### config.mk
export PLATFORM = sky130hd
export DESIGN_NAME = wheel_speed_odometer_core
export DESIGN_NICKNAME = d
export VERILOG_FILES = /design/src/hdl/wso_pkg.sv /design/src/hdl/wso_div.sv /design/src/hdl/wso_mul.sv /design/src/hdl/wso_conv.sv /design/src/hdl/wheel_speed_odometer_core.sv
export VERILOG_INCLUDE_DIRS = /design/src /design/src/hdl
export SDC_FILE = /design/constraint.sdc
export NUM_CORES = 2
export LEC_CHECK = 0
export ABC_AREA = 1
export BUFFER_PORTS_ARGS = -buffer_cell sky130_fd_sc_hd__buf_2
export CAP_MARGIN = 20
export CORE_MARGIN = 2
export CORE_UTILIZATION = 23
export DETAILED_ROUTE_END_ITERATION = 8
export GPL_ROUTABILITY_DRIVEN = 0
export GPL_TIMING_DRIVEN = 0
export PLACE_DENSITY = 0.35
export SYNTH_ARGS = -nofsm -noshare
export SYNTH_HDL_FRONTEND = slang
export SYNTH_SLANG_ARGS = --single-unit
export TNS_END_PERCENT = 30
### constraint.sdc
create_clock -name clk -period 10.3 [get_ports clk]
set_input_delay 1.545 -clock clk [delete_from_list [all_inputs] [get_ports clk]]
set_output_delay 1.545 -clock clk [all_outputs]
set_load 0.03 [all_outputs]
### src/hdl/wheel_speed_odometer_core_defines.svh
// ----------------------------------------------------------------------------
// Wheel speed odometer core: assertion macros
// Shared concurrent assertion forms used by the core's RTL.
// ----------------------------------------------------------------------------
`ifndef WHEEL_SPEED_ODOMETER_CORE_DEFINES_SVH
`define WHEEL_SPEED_ODOMETER_CORE_DEFINES_SVH

// Condition holds at every clock edge out of reset.
`define WSO_ASSERT_ALWAYS(label, clk, rst_n, cond) \
	label: assert property (@(posedge clk) disable iff (!rst_n) (cond)) \
		else $error("wso: invariant violated");

// Consequent holds in the same cycle as the antecedent.
`define WSO_ASSERT_IMPLY(label, clk, rst_n, ante, cons) \
	label: assert property (@(posedge clk) disable iff (!rst_n) (ante) |-> (cons)) \
		else $error("wso: implication violated");

`endif

### src/hdl/wso_pkg.sv
// ----------------------------------------------------------------------------
// Wheel speed odometer package
// Widths, constants, payload types and control codes shared by the core.
// ----------------------------------------------------------------------------
package wso_pkg;

	// Field and register widths
	localparam int TIME_W   = 32;
	localparam int SPEED_W  = 16;
	localparam int DIST_W   = 30;
	localparam int CIRC_W   = 12;
	localparam int DEB_W    = 16;
	localparam int STOP_W   = 16;
	localparam int STEP_W   = 16;
	localparam int CFG_W    = 30;
	localparam int CFG_IDX_W = 3;

	// Distance accumulator in 1/360 mm units
	localparam int ACC_W = 49;
	localparam logic [ACC_W-1:0] ACC_MAX = 49'd360000000000000;
	localparam logic [18:0] UNITS_PER_M = 19'd360000;
	localparam logic [DIST_W-1:0] DIST_MAX = 30'd1000000000;

	// Speed divide: dividend is circumference times 360
	localparam logic [8:0] SPEED_K = 9'd360;
	localparam int DIVD_W = CIRC_W + 9;
	localparam int PROD_W = SPEED_W + TIME_W;

	// Metre conversion: 360000 = 64 * 5625
	localparam int CONV_SHIFT = 6;
	localparam int CONV_IN_W  = ACC_W - CONV_SHIFT;
	localparam int CONV_STEPS = (CONV_IN_W + 1) / 2;
	localparam int CONV_X_W   = 2 * CONV_STEPS;
	localparam int CONV_REM_W = 13;
	localparam logic [CONV_REM_W:0] CONV_DIV = 14'd5625;

	// Reset values of the configuration registers
	localparam logic [DEB_W-1:0]  DEB_RST   = 16'd50;
	localparam logic [CIRC_W-1:0] CIRC_RST  = 12'd2100;
	localparam logic [STOP_W-1:0] STOP_RST  = 16'd2000;
	localparam logic [STEP_W-1:0] STEP_RST  = 16'd100;
	localparam logic [DIST_W-1:0] START_RST = 30'd0;

	typedef struct packed {
		logic              pin_level;
		logic [31:0]       time_ms;
	} in_item_t;

	typedef struct packed {
		logic [SPEED_W-1:0] speed_centi_kmh;
		logic [DIST_W-1:0]  distance_m;
		logic               save_now;
	} out_item_t;

	typedef enum logic [CFG_IDX_W-1:0] {
		REG_DEBOUNCE  = 3'd0,
		REG_CIRC      = 3'd1,
		REG_STOP      = 3'd2,
		REG_SAVE_STEP = 3'd3,
		REG_START     = 3'd4
	} cfg_reg_t;

	typedef enum logic [2:0] {
		ST_IDLE,
		ST_DIV,
		ST_TMO,
		ST_MUL,
		ST_SAVE,
		ST_CNV_GO,
		ST_CNV,
		ST_DONE
	} state_t;

	// Status of a serial arithmetic unit
	typedef struct packed {
		logic busy;
		logic done;
	} unit_stat_t;

endpackage

### src/hdl/wso_div.sv
// ----------------------------------------------------------------------------
// Wheel speed odometer speed divider
// Bit-serial restoring divider, one quotient bit per cycle.
// ----------------------------------------------------------------------------
module wso_div (
	input  logic                              clk,
	input  logic                              arst_n,
	input  logic                              start,
	input  logic [wso_pkg::DIVD_W-1:0]        dividend,
	input  logic [wso_pkg::TIME_W-1:0]        divisor,
	output logic [wso_pkg::DIVD_W-1:0]        quot,
	output wso_pkg::unit_stat_t               stat
);

	localparam int DW    = wso_pkg::DIVD_W;
	localparam int TW    = wso_pkg::TIME_W;
	localparam int CNT_W = $clog2(DW + 1);

	logic [DW-1:0]    dvd_q;
	logic [TW:0]      rem_q;
	logic [TW-1:0]    dsr_q;
	logic [CNT_W-1:0] cnt_q;
	logic             busy_q;
	logic             done_q;

	logic [TW:0] rem_sh;
	logic        ge;
	logic [TW:0] rem_nx;

	// Shift in the next dividend bit and trial-subtract the divisor
	always_comb begin
		rem_sh = {rem_q[TW-1:0], dvd_q[DW-1]};
		ge     = rem_sh >= {1'b0, dsr_q};
		rem_nx = ge ? (rem_sh - {1'b0, dsr_q}) : rem_sh;
	end

	// Sequence control
	always_ff @(posedge clk or negedge arst_n) begin
		if (!arst_n) begin
			busy_q <= 1'b0;
			done_q <= 1'b0;
			cnt_q  <= '0;
		end else begin
			done_q <= 1'b0;
			if (start) begin
				busy_q <= 1'b1;
				cnt_q  <= CNT_W'(DW);
			end else if (busy_q) begin
				cnt_q <= cnt_q - CNT_W'(1);
				if (cnt_q == CNT_W'(1)) begin
					busy_q <= 1'b0;
					done_q <= 1'b1;
				end
			end
		end
	end

	// Datapath: dividend register turns into the quotient
	always_ff @(posedge clk) begin
		if (start) begin
			dvd_q <= dividend;
			dsr_q <= divisor;
			rem_q <= '0;
		end else if (busy_q) begin
			dvd_q <= {dvd_q[DW-2:0], ge};
			rem_q <= rem_nx;
		end
	end

	assign quot      = dvd_q;
	assign stat.busy = busy_q;
	assign stat.done = done_q;

endmodule

### src/hdl/wso_mul.sv
// ----------------------------------------------------------------------------
// Wheel speed odometer distance multiplier
// Shift-add multiplier of speed by elapsed time, one speed bit per cycle.
// ----------------------------------------------------------------------------
module wso_mul (
	input  logic                              clk,
	input  logic                              arst_n,
	input  logic                              start,
	input  logic [wso_pkg::SPEED_W-1:0]       mcand,
	input  logic [wso_pkg::TIME_W-1:0]        mplier,
	output logic [wso_pkg::PROD_W-1:0]        prod,
	output wso_pkg::unit_stat_t               stat
);

	localparam int SW    = wso_pkg::SPEED_W;
	localparam int TW    = wso_pkg::TIME_W;
	localparam int PW    = wso_pkg::PROD_W;
	localparam int CNT_W = $clog2(SW + 1);

	logic [PW-1:0]    p_q;
	logic [TW-1:0]    dt_q;
	logic [CNT_W-1:0] cnt_q;
	logic             busy_q;
	logic             done_q;

	logic [TW:0] hi_sum;

	// Add the time operand into the upper half when the low bit is set
	always_comb begin
		hi_sum = {1'b0, p_q[PW-1:SW]} + (p_q[0] ? {1'b0, dt_q} : '0);
	end

	// Sequence control
	always_ff @(posedge clk or negedge arst_n) begin
		if (!arst_n) begin
			busy_q <= 1'b0;
			done_q <= 1'b0;
			cnt_q  <= '0;
		end else begin
			done_q <= 1'b0;
			if (start) begin
				busy_q <= 1'b1;
				cnt_q  <= CNT_W'(SW);
			end else if (busy_q) begin
				cnt_q <= cnt_q - CNT_W'(1);
				if (cnt_q == CNT_W'(1)) begin
					busy_q <= 1'b0;
					done_q <= 1'b1;
				end
			end
		end
	end

	// Datapath: shift right, partial sum enters from the top
	always_ff @(posedge clk) begin
		if (start) begin
			p_q  <= {{TW{1'b0}}, mcand};
			dt_q <= mplier;
		end else if (busy_q) begin
			p_q <= {hi_sum, p_q[SW-1:1]};
		end
	end

	assign prod      = p_q;
	assign stat.busy = busy_q;
	assign stat.done = done_q;

endmodule

### src/hdl/wso_conv.sv
// ----------------------------------------------------------------------------
// Wheel speed odometer metre converter
// Divides the accumulator by 360000, two quotient bits per cycle.
// ----------------------------------------------------------------------------
module wso_conv (
	input  logic                              clk,
	input  logic                              arst_n,
	input  logic                              start,
	input  logic [wso_pkg::ACC_W-1:0]         acc,
	output logic [wso_pkg::DIST_W-1:0]        dist_m,
	output wso_pkg::unit_stat_t               stat
);

	localparam int XW    = wso_pkg::CONV_X_W;
	localparam int RW    = wso_pkg::CONV_REM_W;
	localparam int CNT_W = $clog2(wso_pkg::CONV_STEPS + 1);

	logic [XW-1:0]    x_q;
	logic [RW-1:0]    rem_q;
	logic [CNT_W-1:0] cnt_q;
	logic             busy_q;
	logic             done_q;

	logic [RW:0] r1;
	logic        g1;
	logic [RW:0] r1_nx;
	logic [RW:0] r2;
	logic        g2;
	logic [RW:0] r2_nx;

	// Two chained compare-subtract steps against the odd factor 5625
	always_comb begin
		r1    = {rem_q, x_q[XW-1]};
		g1    = r1 >= wso_pkg::CONV_DIV;
		r1_nx = g1 ? (r1 - wso_pkg::CONV_DIV) : r1;
		r2    = {r1_nx[RW-1:0], x_q[XW-2]};
		g2    = r2 >= wso_pkg::CONV_DIV;
		r2_nx = g2 ? (r2 - wso_pkg::CONV_DIV) : r2;
	end

	// Sequence control
	always_ff @(posedge clk or negedge arst_n) begin
		if (!arst_n) begin
			busy_q <= 1'b0;
			done_q <= 1'b0;
			cnt_q  <= '0;
		end else begin
			done_q <= 1'b0;
			if (start) begin
				busy_q <= 1'b1;
				cnt_q  <= CNT_W'(wso_pkg::CONV_STEPS);
			end else if (busy_q) begin
				cnt_q <= cnt_q - CNT_W'(1);
				if (cnt_q == CNT_W'(1)) begin
					busy_q <= 1'b0;
					done_q <= 1'b1;
				end
			end
		end
	end

	// Datapath: drop the factor 64 by shift, then long-divide by 5625
	always_ff @(posedge clk) begin
		if (start) begin
			x_q   <= XW'(acc[wso_pkg::ACC_W-1:wso_pkg::CONV_SHIFT]);
			rem_q <= '0;
		end else if (busy_q) begin
			x_q   <= {x_q[XW-3:0], g1, g2};
			rem_q <= r2_nx[RW-1:0];
		end
	end

	assign dist_m    = x_q[wso_pkg::DIST_W-1:0];
	assign stat.busy = busy_q;
	assign stat.done = done_q;

endmodule

### src/hdl/wheel_speed_odometer_core.sv
// Each input transfer passes the stop timeout and the metre conversion; an
// accepted trigger adds a bit-serial speed divide, integrating distance adds a
// serial 16-step multiply, and the first sample skips the save test.
// One sample in flight at a time: a new sample waits until the result is loaded.
// Reset: control, odometer and configuration state return to defaults, no
// clearing pass; payload registers and unit datapaths are not reset.
// ----------------------------------------------------------------------------
// Wheel speed odometer core
// Hall sensor edge timing to speed, integrated distance and save pulses.
// ----------------------------------------------------------------------------
`include "wheel_speed_odometer_core_defines.svh"

module wheel_speed_odometer_core (
	input  logic                              clk,
	input  logic                              arst_n,
	input  logic                              in_valid,
	output logic                              in_ready,
	input  wso_pkg::in_item_t                 in_data,
	output logic                              out_valid,
	input  logic                              out_ready,
	output wso_pkg::out_item_t                out_data,
	input  logic                              cfg_valid,
	output logic                              cfg_ready,
	input  logic [wso_pkg::CFG_IDX_W-1:0]     cfg_index,
	input  logic [wso_pkg::CFG_W-1:0]         cfg_data
);

	localparam int TW = wso_pkg::TIME_W;
	localparam int AW = wso_pkg::ACC_W;
	localparam int SW = wso_pkg::SPEED_W;

	// Configuration registers
	logic [wso_pkg::DEB_W-1:0]  debounce_q;
	logic [wso_pkg::CIRC_W-1:0] circ_q;
	logic [wso_pkg::STOP_W-1:0] stop_q;
	logic [wso_pkg::STEP_W-1:0] step_q;
	logic [wso_pkg::DIST_W-1:0] start_q;

	// Block state
	wso_pkg::state_t state_q, state_nx;
	logic           prev_level_q;
	logic [TW-1:0]  last_trig_q;
	logic [TW-1:0]  last_samp_q;
	logic           have_q;
	logic [SW-1:0]  speed_q;
	logic [AW-1:0]  acc_q;
	logic [AW-1:0]  saved_q;
	logic [TW-1:0]  now_q;
	logic           save_q;
	logic [AW-1:0]  step_units_q;
	logic           out_valid_q;
	wso_pkg::out_item_t out_q;

	// Unit hookup
	logic                          div_start, mul_start, conv_start;
	logic [wso_pkg::DIVD_W-1:0]    div_quot;
	logic [wso_pkg::PROD_W-1:0]    mul_prod;
	logic [wso_pkg::DIST_W-1:0]    conv_dist;
	wso_pkg::unit_stat_t           div_stat, mul_stat, conv_stat;

	// Combinational datapath terms
	logic [TW-1:0]                 in_time;
	logic [TW-1:0]                 period;
	logic                          trig_ok;
	logic [wso_pkg::DIVD_W-1:0]    div_dvd;
	logic [SW-1:0]                 speed_sat;
	logic [TW-1:0]                 tmo_diff;
	logic [SW-1:0]                 speed_nx;
	logic [wso_pkg::DIST_W-1:0]    start_c;
	logic [AW-1:0]                 start_units;
	logic [AW:0]                   acc_sum;
	logic [AW-1:0]                 acc_sat;
	logic [AW-1:0]                 acc_gain;
	logic                          out_load;

	// Edge detect, debounce and divider operands
	always_comb begin
		in_time  = in_data.time_ms[TW-1:0];
		period   = in_time - last_trig_q;
		trig_ok  = !in_data.pin_level && prev_level_q && (period > TW'(debounce_q));
		div_dvd  = wso_pkg::DIVD_W'(circ_q) * wso_pkg::DIVD_W'(wso_pkg::SPEED_K);
		speed_sat = (|div_quot[wso_pkg::DIVD_W-1:SW]) ? '1 : div_quot[SW-1:0];
	end

	// Stop timeout, start distance and saturating accumulate
	always_comb begin
		tmo_diff    = now_q - last_trig_q;
		speed_nx    = (tmo_diff > TW'(stop_q)) ? '0 : speed_q;
		start_c     = (start_q > wso_pkg::DIST_MAX) ? wso_pkg::DIST_MAX : start_q;
		start_units = AW'(start_c) * AW'(wso_pkg::UNITS_PER_M);
		acc_sum     = {1'b0, acc_q} + (AW + 1)'(mul_prod);
		acc_sat     = (acc_sum > {1'b0, wso_pkg::ACC_MAX}) ? wso_pkg::ACC_MAX
			: acc_sum[AW-1:0];
		acc_gain    = acc_q - saved_q;
		out_load    = (state_q == wso_pkg::ST_DONE) && (!out_valid_q || out_ready);
	end

	// Next state
	always_comb begin
		state_nx = state_q;
		unique case (state_q)
			wso_pkg::ST_IDLE: begin
				if (in_valid) begin
					state_nx = trig_ok ? wso_pkg::ST_DIV : wso_pkg::ST_TMO;
				end
			end
			wso_pkg::ST_DIV: begin
				if (div_stat.done) begin
					state_nx = wso_pkg::ST_TMO;
				end
			end
			wso_pkg::ST_TMO: begin
				if (!have_q) begin
					state_nx = wso_pkg::ST_CNV_GO;
				end else if (speed_nx != '0) begin
					state_nx = wso_pkg::ST_MUL;
				end else begin
					state_nx = wso_pkg::ST_SAVE;
				end
			end
			wso_pkg::ST_MUL: begin
				if (mul_stat.done) begin
					state_nx = wso_pkg::ST_SAVE;
				end
			end
			wso_pkg::ST_SAVE:   state_nx = wso_pkg::ST_CNV_GO;
			wso_pkg::ST_CNV_GO: state_nx = wso_pkg::ST_CNV;
			wso_pkg::ST_CNV: begin
				if (conv_stat.done) begin
					state_nx = wso_pkg::ST_DONE;
				end
			end
			wso_pkg::ST_DONE: begin
				if (!out_valid_q || out_ready) begin
					state_nx = wso_pkg::ST_IDLE;
				end
			end
			default: state_nx = wso_pkg::ST_IDLE;
		endcase
	end

	// State outputs: handshake and unit starts
	always_comb begin
		in_ready   = 1'b0;
		div_start  = 1'b0;
		mul_start  = 1'b0;
		conv_start = 1'b0;
		unique case (state_q)
			wso_pkg::ST_IDLE: begin
				in_ready  = 1'b1;
				div_start = in_valid && trig_ok;
			end
			wso_pkg::ST_TMO:    mul_start  = have_q && (speed_nx != '0);
			wso_pkg::ST_CNV_GO: conv_start = 1'b1;
			default: ;
		endcase
	end

	always_ff @(posedge clk or negedge arst_n) begin
		if (!arst_n) begin
			state_q <= wso_pkg::ST_IDLE;
		end else begin
			state_q <= state_nx;
		end
	end

	// Configuration writes
	assign cfg_ready = 1'b1;

	always_ff @(posedge clk or negedge arst_n) begin
		if (!arst_n) begin
			debounce_q <= wso_pkg::DEB_RST;
			circ_q     <= wso_pkg::CIRC_RST;
			stop_q     <= wso_pkg::STOP_RST;
			step_q     <= wso_pkg::STEP_RST;
			start_q    <= wso_pkg::START_RST;
		end else if (cfg_valid) begin
			unique case (wso_pkg::cfg_reg_t'(cfg_index))
				wso_pkg::REG_DEBOUNCE:  debounce_q <= cfg_data[wso_pkg::DEB_W-1:0];
				wso_pkg::REG_CIRC:      circ_q     <= cfg_data[wso_pkg::CIRC_W-1:0];
				wso_pkg::REG_STOP:      stop_q     <= cfg_data[wso_pkg::STOP_W-1:0];
				wso_pkg::REG_SAVE_STEP: step_q     <= cfg_data[wso_pkg::STEP_W-1:0];
				wso_pkg::REG_START:     start_q    <= cfg_data;
				default: ;
			endcase
		end
	end

	// Odometer state: edge tracking, speed, distance and save point
	always_ff @(posedge clk or negedge arst_n) begin
		if (!arst_n) begin
			prev_level_q <= 1'b1;
			last_trig_q  <= '0;
			last_samp_q  <= '0;
			have_q       <= 1'b0;
			speed_q      <= '0;
			acc_q        <= '0;
			saved_q      <= '0;
			save_q       <= 1'b0;
			out_valid_q  <= 1'b0;
		end else begin
			unique case (state_q)
				wso_pkg::ST_IDLE: begin
					if (in_valid) begin
						prev_level_q <= in_data.pin_level;
						save_q       <= 1'b0;
						if (trig_ok) begin
							last_trig_q <= in_time;
						end
					end
				end
				wso_pkg::ST_DIV: begin
					if (div_stat.done) begin
						speed_q <= speed_sat;
					end
				end
				wso_pkg::ST_TMO: begin
					speed_q     <= speed_nx;
					last_samp_q <= now_q;
					if (!have_q) begin
						acc_q   <= start_units;
						saved_q <= start_units;
						have_q  <= 1'b1;
					end
				end
				wso_pkg::ST_MUL: begin
					if (mul_stat.done) begin
						acc_q <= acc_sat;
					end
				end
				wso_pkg::ST_SAVE: begin
					if (acc_gain >= step_units_q) begin
						save_q  <= 1'b1;
						saved_q <= acc_q;
					end
				end
				default: ;
			endcase

			// Hold the result until it is taken
			if (out_load) begin
				out_valid_q <= 1'b1;
			end else if (out_ready) begin
				out_valid_q <= 1'b0;
			end
		end
	end

	// Payload registers
	always_ff @(posedge clk) begin
		if ((state_q == wso_pkg::ST_IDLE) && in_valid) begin
			now_q <= in_time;
		end
		if (state_q == wso_pkg::ST_TMO) begin
			step_units_q <= AW'(step_q) * AW'(wso_pkg::UNITS_PER_M);
		end
		if (out_load) begin
			out_q.speed_centi_kmh <= speed_q;
			out_q.distance_m      <= conv_dist;
			out_q.save_now        <= save_q;
		end
	end

	assign out_valid = out_valid_q;
	assign out_data  = out_q;

	wso_div u_div (
		.clk      (clk),
		.arst_n   (arst_n),
		.start    (div_start),
		.dividend (div_dvd),
		.divisor  (period),
		.quot     (div_quot),
		.stat     (div_stat)
	);

	wso_mul u_mul (
		.clk    (clk),
		.arst_n (arst_n),
		.start  (mul_start),
		.mcand  (speed_nx),
		.mplier (now_q - last_samp_q),
		.prod   (mul_prod),
		.stat   (mul_stat)
	);

	wso_conv u_conv (
		.clk    (clk),
		.arst_n (arst_n),
		.start  (conv_start),
		.acc    (acc_q),
		.dist_m (conv_dist),
		.stat   (conv_stat)
	);

	// Checks
	`WSO_ASSERT_ALWAYS(a_acc_bound, clk, arst_n, acc_q <= wso_pkg::ACC_MAX)
	`WSO_ASSERT_ALWAYS(a_saved_le_acc, clk, arst_n, saved_q <= acc_q)
	`WSO_ASSERT_IMPLY(a_div_idle, clk, arst_n, div_start, !div_stat.busy)
	`WSO_ASSERT_IMPLY(a_mul_idle, clk, arst_n, mul_start, !mul_stat.busy)
	`WSO_ASSERT_IMPLY(a_conv_idle, clk, arst_n, conv_start, !conv_stat.busy)
	`WSO_ASSERT_IMPLY(a_conv_done, clk, arst_n, conv_stat.done, state_q == wso_pkg::ST_CNV)

endmodule
# Yosys cells after proc, flatten, opt, wreduce, memory -nomap -nowiden
# Index checks and enable logic that the tools add are counted.
# word_totals
ff_bits,626
elab_cells,179
in_bits,71
output_inout_bits,50
# classes
n_mux,63
add_sub_neg,12
n_reduce_logical,33
eq_ne,21
n_mul,3
magnitude_cmp,8
# ops
operator,count
two-way mux 49 bit,4
case mux 49 bit (2 select lines),2
subtractor 32 bit,4
two-way mux 43 bit,2
two-way mux 16 bit,5
> comparator 32 x 16 -> 1 bit,2
two-way mux 32 bit,2
adder 49 x 48 -> 50 bit,1
"> comparator 50 x 49 -> 1 bit, second input constant",1
greater-or-equal comparator 49 x 35 -> 1 bit,1
subtractor 49 bit,1
"multiplier 30 x 13 -> 43 bit, second input constant",1
two-way mux 21 bit,2
adder 32 x 32 -> 33 bit,1
greater-or-equal comparator 33 x 32 -> 1 bit,1
case mux 16 bit (2 select lines),1
"> comparator 30 bit, second input constant",1
two-way mux 30 bit,1
two-way mux 5 bit,6
"multiplier 16 x 13 -> 29 bit, second input constant",1
"greater-or-equal comparator 14 x 13 -> 1 bit, second input constant",2
two-way mux 1 bit,26
two-way mux 13 bit,2
"subtractor 13 bit, second input constant",2
22 further kinds,68

# Longest topological paths before layout
# logic_depth
depth_word,7
depth_mapped,43
mapped_depth_nobuf,43

# Cells and area by module
# A second synthesis with hierarchy kept.
# unflattened
cells_unflattened,8559
area_unflattened_um2,61102.4
# by_module_without_submodules
mod,cells_per_inst,n_inst,seq_area_each_um2,area_per_inst_um2
wheel_speed_odometer_core,6227,1,10146.0,44979.4
wso_div,953,1,2407.3,6446.2
wso_mul,829,1,2257.2,5657.9
wso_conv,550,1,1746.7,4018.9

# Worst setup path before layout
# OpenSTA, ideal clock, no wires.
# synth_path
path_type,reg2reg
from,register start_q[15] (netlist bit)
to,register acc_q[41]
required_time_ps,10184
stages_incl_launch_ff,37
setup_ps,116
t_arrival_ps,6361
n_path_buf,3
period_less_slack_ps,6477
setup_slack_ps,3823
cell_sequence,dfrtp_1 clkbuf_1 nand4_1 a2111o_1 o2111ai_1 nand2_1 inv_2 buf_1 buf_1 nor3_1 ha_1 or2_2 inv_1 fa_1 inv_1 fa_1 fa_1 inv_1 fa_1 inv_1 ha_1 nand2_1 nor4_1 inv_1 o21ai_0 a21oi_1 or2_2 nand2_1 nand2_1 nand2_1 nand2_1 nand2_1 nand2_1 nand2_1 inv_1 nand2_1 nand2_1
# synth_via
elab_chain_len,5
# synth_lines
element,line,source
from (decl),wheel_speed_odometer_core.sv:37,logic [wso_pkg::DIST_W-1:0] start_q;
from (signal assigned),wheel_speed_odometer_core.sv:176,start_q <= wso_pkg::START_RST;
from (signal assigned),wheel_speed_odometer_core.sv:183,wso_pkg::REG_START: start_q <= cfg_data;
> comparator 30 bit,wheel_speed_odometer_core.sv:89,start_c = (start_q > wso_pkg::DIST_MAX) ? wso_pkg::DIST_MAX : start_q;
two-way mux 30 bit (*),wheel_speed_odometer_core.sv:89,
multiplier 30 x 13 -> 43 bit (*),wheel_speed_odometer_core.sv:90,start_units = AW'(start_c) * AW'(wso_pkg::UNITS_PER_M);
two-way mux 49 bit (*),wheel_speed_odometer_core.sv:220,if (!have_q) begin
case mux 49 bit (2 select lines) (*),wheel_speed_odometer_core.sv:202,unique case (state_q)
to (signal assigned),wheel_speed_odometer_core.sv:221,acc_q <= start_units;
to (signal assigned),wheel_speed_odometer_core.sv:228,acc_q <= acc_sat;
to (decl),wheel_speed_odometer_core.sv:46,logic [AW-1:0] acc_q;
# Mark *: on every way between the ends. The rest lies on a longest branch, timed or not. The select of a mux whose other input is x is not followed.
# A chain may end at the register's enable or synchronous reset.

# Worst setup path after layout
# layout_path
from,register start_q[7] (netlist bit)
to,register acc_q[48]
# Same word-level chain as after synthesis.

==> results.ini <==
[setup_path]
cp.arrival_ns=9.62
setup.worst_path.class=flip-flop to flip-flop
worstPathRequired_ns=10.93
cp-end-kind=flip-flop
critical-path-max-stage-delay_ns=0.80
cp_max_fo=10
slowest_stage=nor2_1
cpMostUsedCell=nand2_1
reg2reg_depth=35
startpoint_type=flip-flop

[sta]
setup_tns_ns=0
finalHoldViolCount=0
period_needed_ns=8.99
finClkSkew_ns=0.108
setup_viol=0
worst_slew_pin_slew_ns=1.08
drv_slew=0
fin_crit_sh_pct=87.3
max_slew_margin_pct=27.1
rsz0062_at_grt=false
max_freq_ghz=0.111

[detailed_routing]
ant_nets=0
wl_per_cell_um=19.0
drt-initial-drc-count=3654
vias_per_cell=4.46
num_vias=52500
drt_first_pass_iters=8
drt-total-wl_um=224000
drc_errors=0

[synthesis]
synth-seq-cells=626
yosys_most_used_dff=dfrtp_1
ys.warnings.count=0
syn_nets=9024
synth-edff-count=249
synth_cell_types=75
ys_seq_area_share_pct=27.8
syn_area_um2=59400
async_flop_share_pct=47.3
synthCells=8077
avgSynthCellArea_um2=7.36

[die]
num_io_pins=121
initial_core_util_pct=23.1
core_um2=257000
dieArea_um2=262000
die_y_um=512
die_width_um=512
std_cell_rows=186

[clock_tree]
post-cts-setup-buffers=0
cts-resized-gates=0
clk_pin_slew_ns=0.06
htreeDepth=3
clockBufferDepth=3
cts_buffers=89
cts_sinks=626
cts_tree=yes
ctsHoldBuffers=0
insertion_delay_ns=0.76
cts_root_buf=clkbuf_16

[placement]
dpl.hpwl_um=187000
io_buffers=119
dp_cells=11600

[finish]
utilization_pct=26.3
area_growth_pct=13.9
finalNonFillerCells=11800
fin_nets=9243
drive_above_1_share_pct=6.13

[grt]
grt_overflow=0
grt.total_usage_pct=16.8
grt_pass1_wl_um=334000
grt_antenna_before_repair=42
grt_max_degree=108
grt_pass1_vias=52100

[hold_path]
worstHoldPathCells=2
hold_path.class=flip-flop to flip-flop

[status]
status=finished clean

[flow_run]
maxCapViolCount=0

==> critical path: cells and delay by family (launching register included) <==
family	cells	cell delay, ns
adder cells (fa/ha/maj)	6	3.02
buffers and inverters	10	1.61
AO/OA/AOI/OAI	1	0.23
AND/OR/NAND/NOR	18	3.51
flip-flops	1	0.50
==> layer usage <==
layer | global-route usage, % | vias to the layer above | wire length (um)
li1 | - | 26200 | -
met2 | 25.7 | 1179 | 95000
met4 | 4.35 | 22 | 5630
met1 | 24.3 | 24900 | 110000
met3 | 2.99 | 228 | 13000
met5 | 0 | - | 132
==> path summary, 6_finish.rpt <==
| path | from | to | slack (ns) |
|---|---|---|---|
| max reg2reg | start_q[7]$_DFFE_PN0P_ | acc_q[48]$_DFFE_PN0P_ | 1.31 |
| min in group asynchronous | arst_n | step_q[11]$_DFFE_PN0P_ | 0.62 |
| max | start_q[7]$_DFFE_PN0P_ | acc_q[48]$_DFFE_PN0P_ | 1.31 |
| min | u_conv.x_q[41]$_DFFE_PP_ | u_conv.x_q[43]$_SDFFE_PP0P_ | 0.45 |
| max in group asynchronous | arst_n | last_samp_q[27]$_DFFE_PN0P_ | 8.32 |
| min reg2reg | u_conv.x_q[41]$_DFFE_PP_ | u_conv.x_q[43]$_SDFFE_PP0P_ | 0.45 |
==> layout by cell type (no fill, tap or decap), drive strengths merged, types with 180 or more instances in the layout <==
master,n
inv,1634
nor2,625
edfxtp,249
nand3,340
dfrtp,279
clkbuf,206
a21oi,497
buf,180
o21ai,585
nand2,2038
ha,587
fa,289
==> through the flow <==
stage	hold WS [ns]	setup slack, ns	cell area, um^2
after CTS	0.450	1.31	67700
after detailed placement	0.437	1.35	64500
after floorplan	0.423	3.82	59400
after global routing	0.480	0.646	67700
after global placement	0.436	0.596	64200
final	0.448	1.31	67700
==> sequential cells by signal (all words and copies together), names as in the netlist, 12 cells and up <==
signal        count
acc_q            49
saved_q          49
u_mul.prod       48
out_data         47
u_conv.x_q       44
last_samp_q      32
last_trig_q      32
now_q            32
u_div.dsr_q      32
u_div.rem_q      32
u_mul.dt_q       32
start_q          30
step_units_q     29
u_div.quot       21
debounce_q       16
speed_q          16
step_q           16
stop_q           16
u_conv.rem_q     13
circ_q           12
==> cells in the mapped netlist, types with 19 or more instances <==
master | n | area, um^2
nand2_1 | 2003 | 7520
inv_1 | 1597 | 5990
nor2_1 | 605 | 2270
ha_1 | 587 | 7340
o21ai_0 | 542 | 2710
a21oi_1 | 494 | 2470
nand3_1 | 330 | 1650
fa_1 | 289 | 5790
dfrtp_1 | 279 | 6980
edfxtp_1 | 249 | 7480
xor2_1 | 153 | 1340
clkbuf_1 | 94 | 353
xnor2_1 | 89 | 780
nand4_1 | 84 | 526
dfxtp_1 | 81 | 1620
nor3_1 | 57 | 285
o21bai_1 | 38 | 285
nand2_2 | 35 | 219
a31oi_1 | 33 | 206
nand3b_1 | 33 | 248
or2_2 | 29 | 181
a21o_1 | 28 | 210
inv_2 | 27 | 101
o21a_1 | 24 | 180
o21ai_1 | 24 | 120
nor4_1 | 22 | 138
buf_2 | 19 | 95.1
o21ai_2 | 19 | 166
==> final cells by class <==
type	count	area, um^2
tap	3384	4230
buffer	147	747
multi-input combinational	5677	36100
sequential	626	16500
antenna	14	35.0
inverter	1627	6110
fill	28700	189000
timing repair buffer	128	801
clock buffer	111	2370
clock inverter	57	807
==> cells by family after synthesis <==
family | share of synthesized area [%]
xor+xnor | 3.57
other cells | 0.00631
buf+inv | 11.5
simple gates | 22.9
fa+ha+maj | 22.1
flops | 27.8
compound gates | 12.0
mux | 0.114
Power is not shown: default switching activity piles up to over one toggle a cycle in this logic, so the estimate is an artifact.
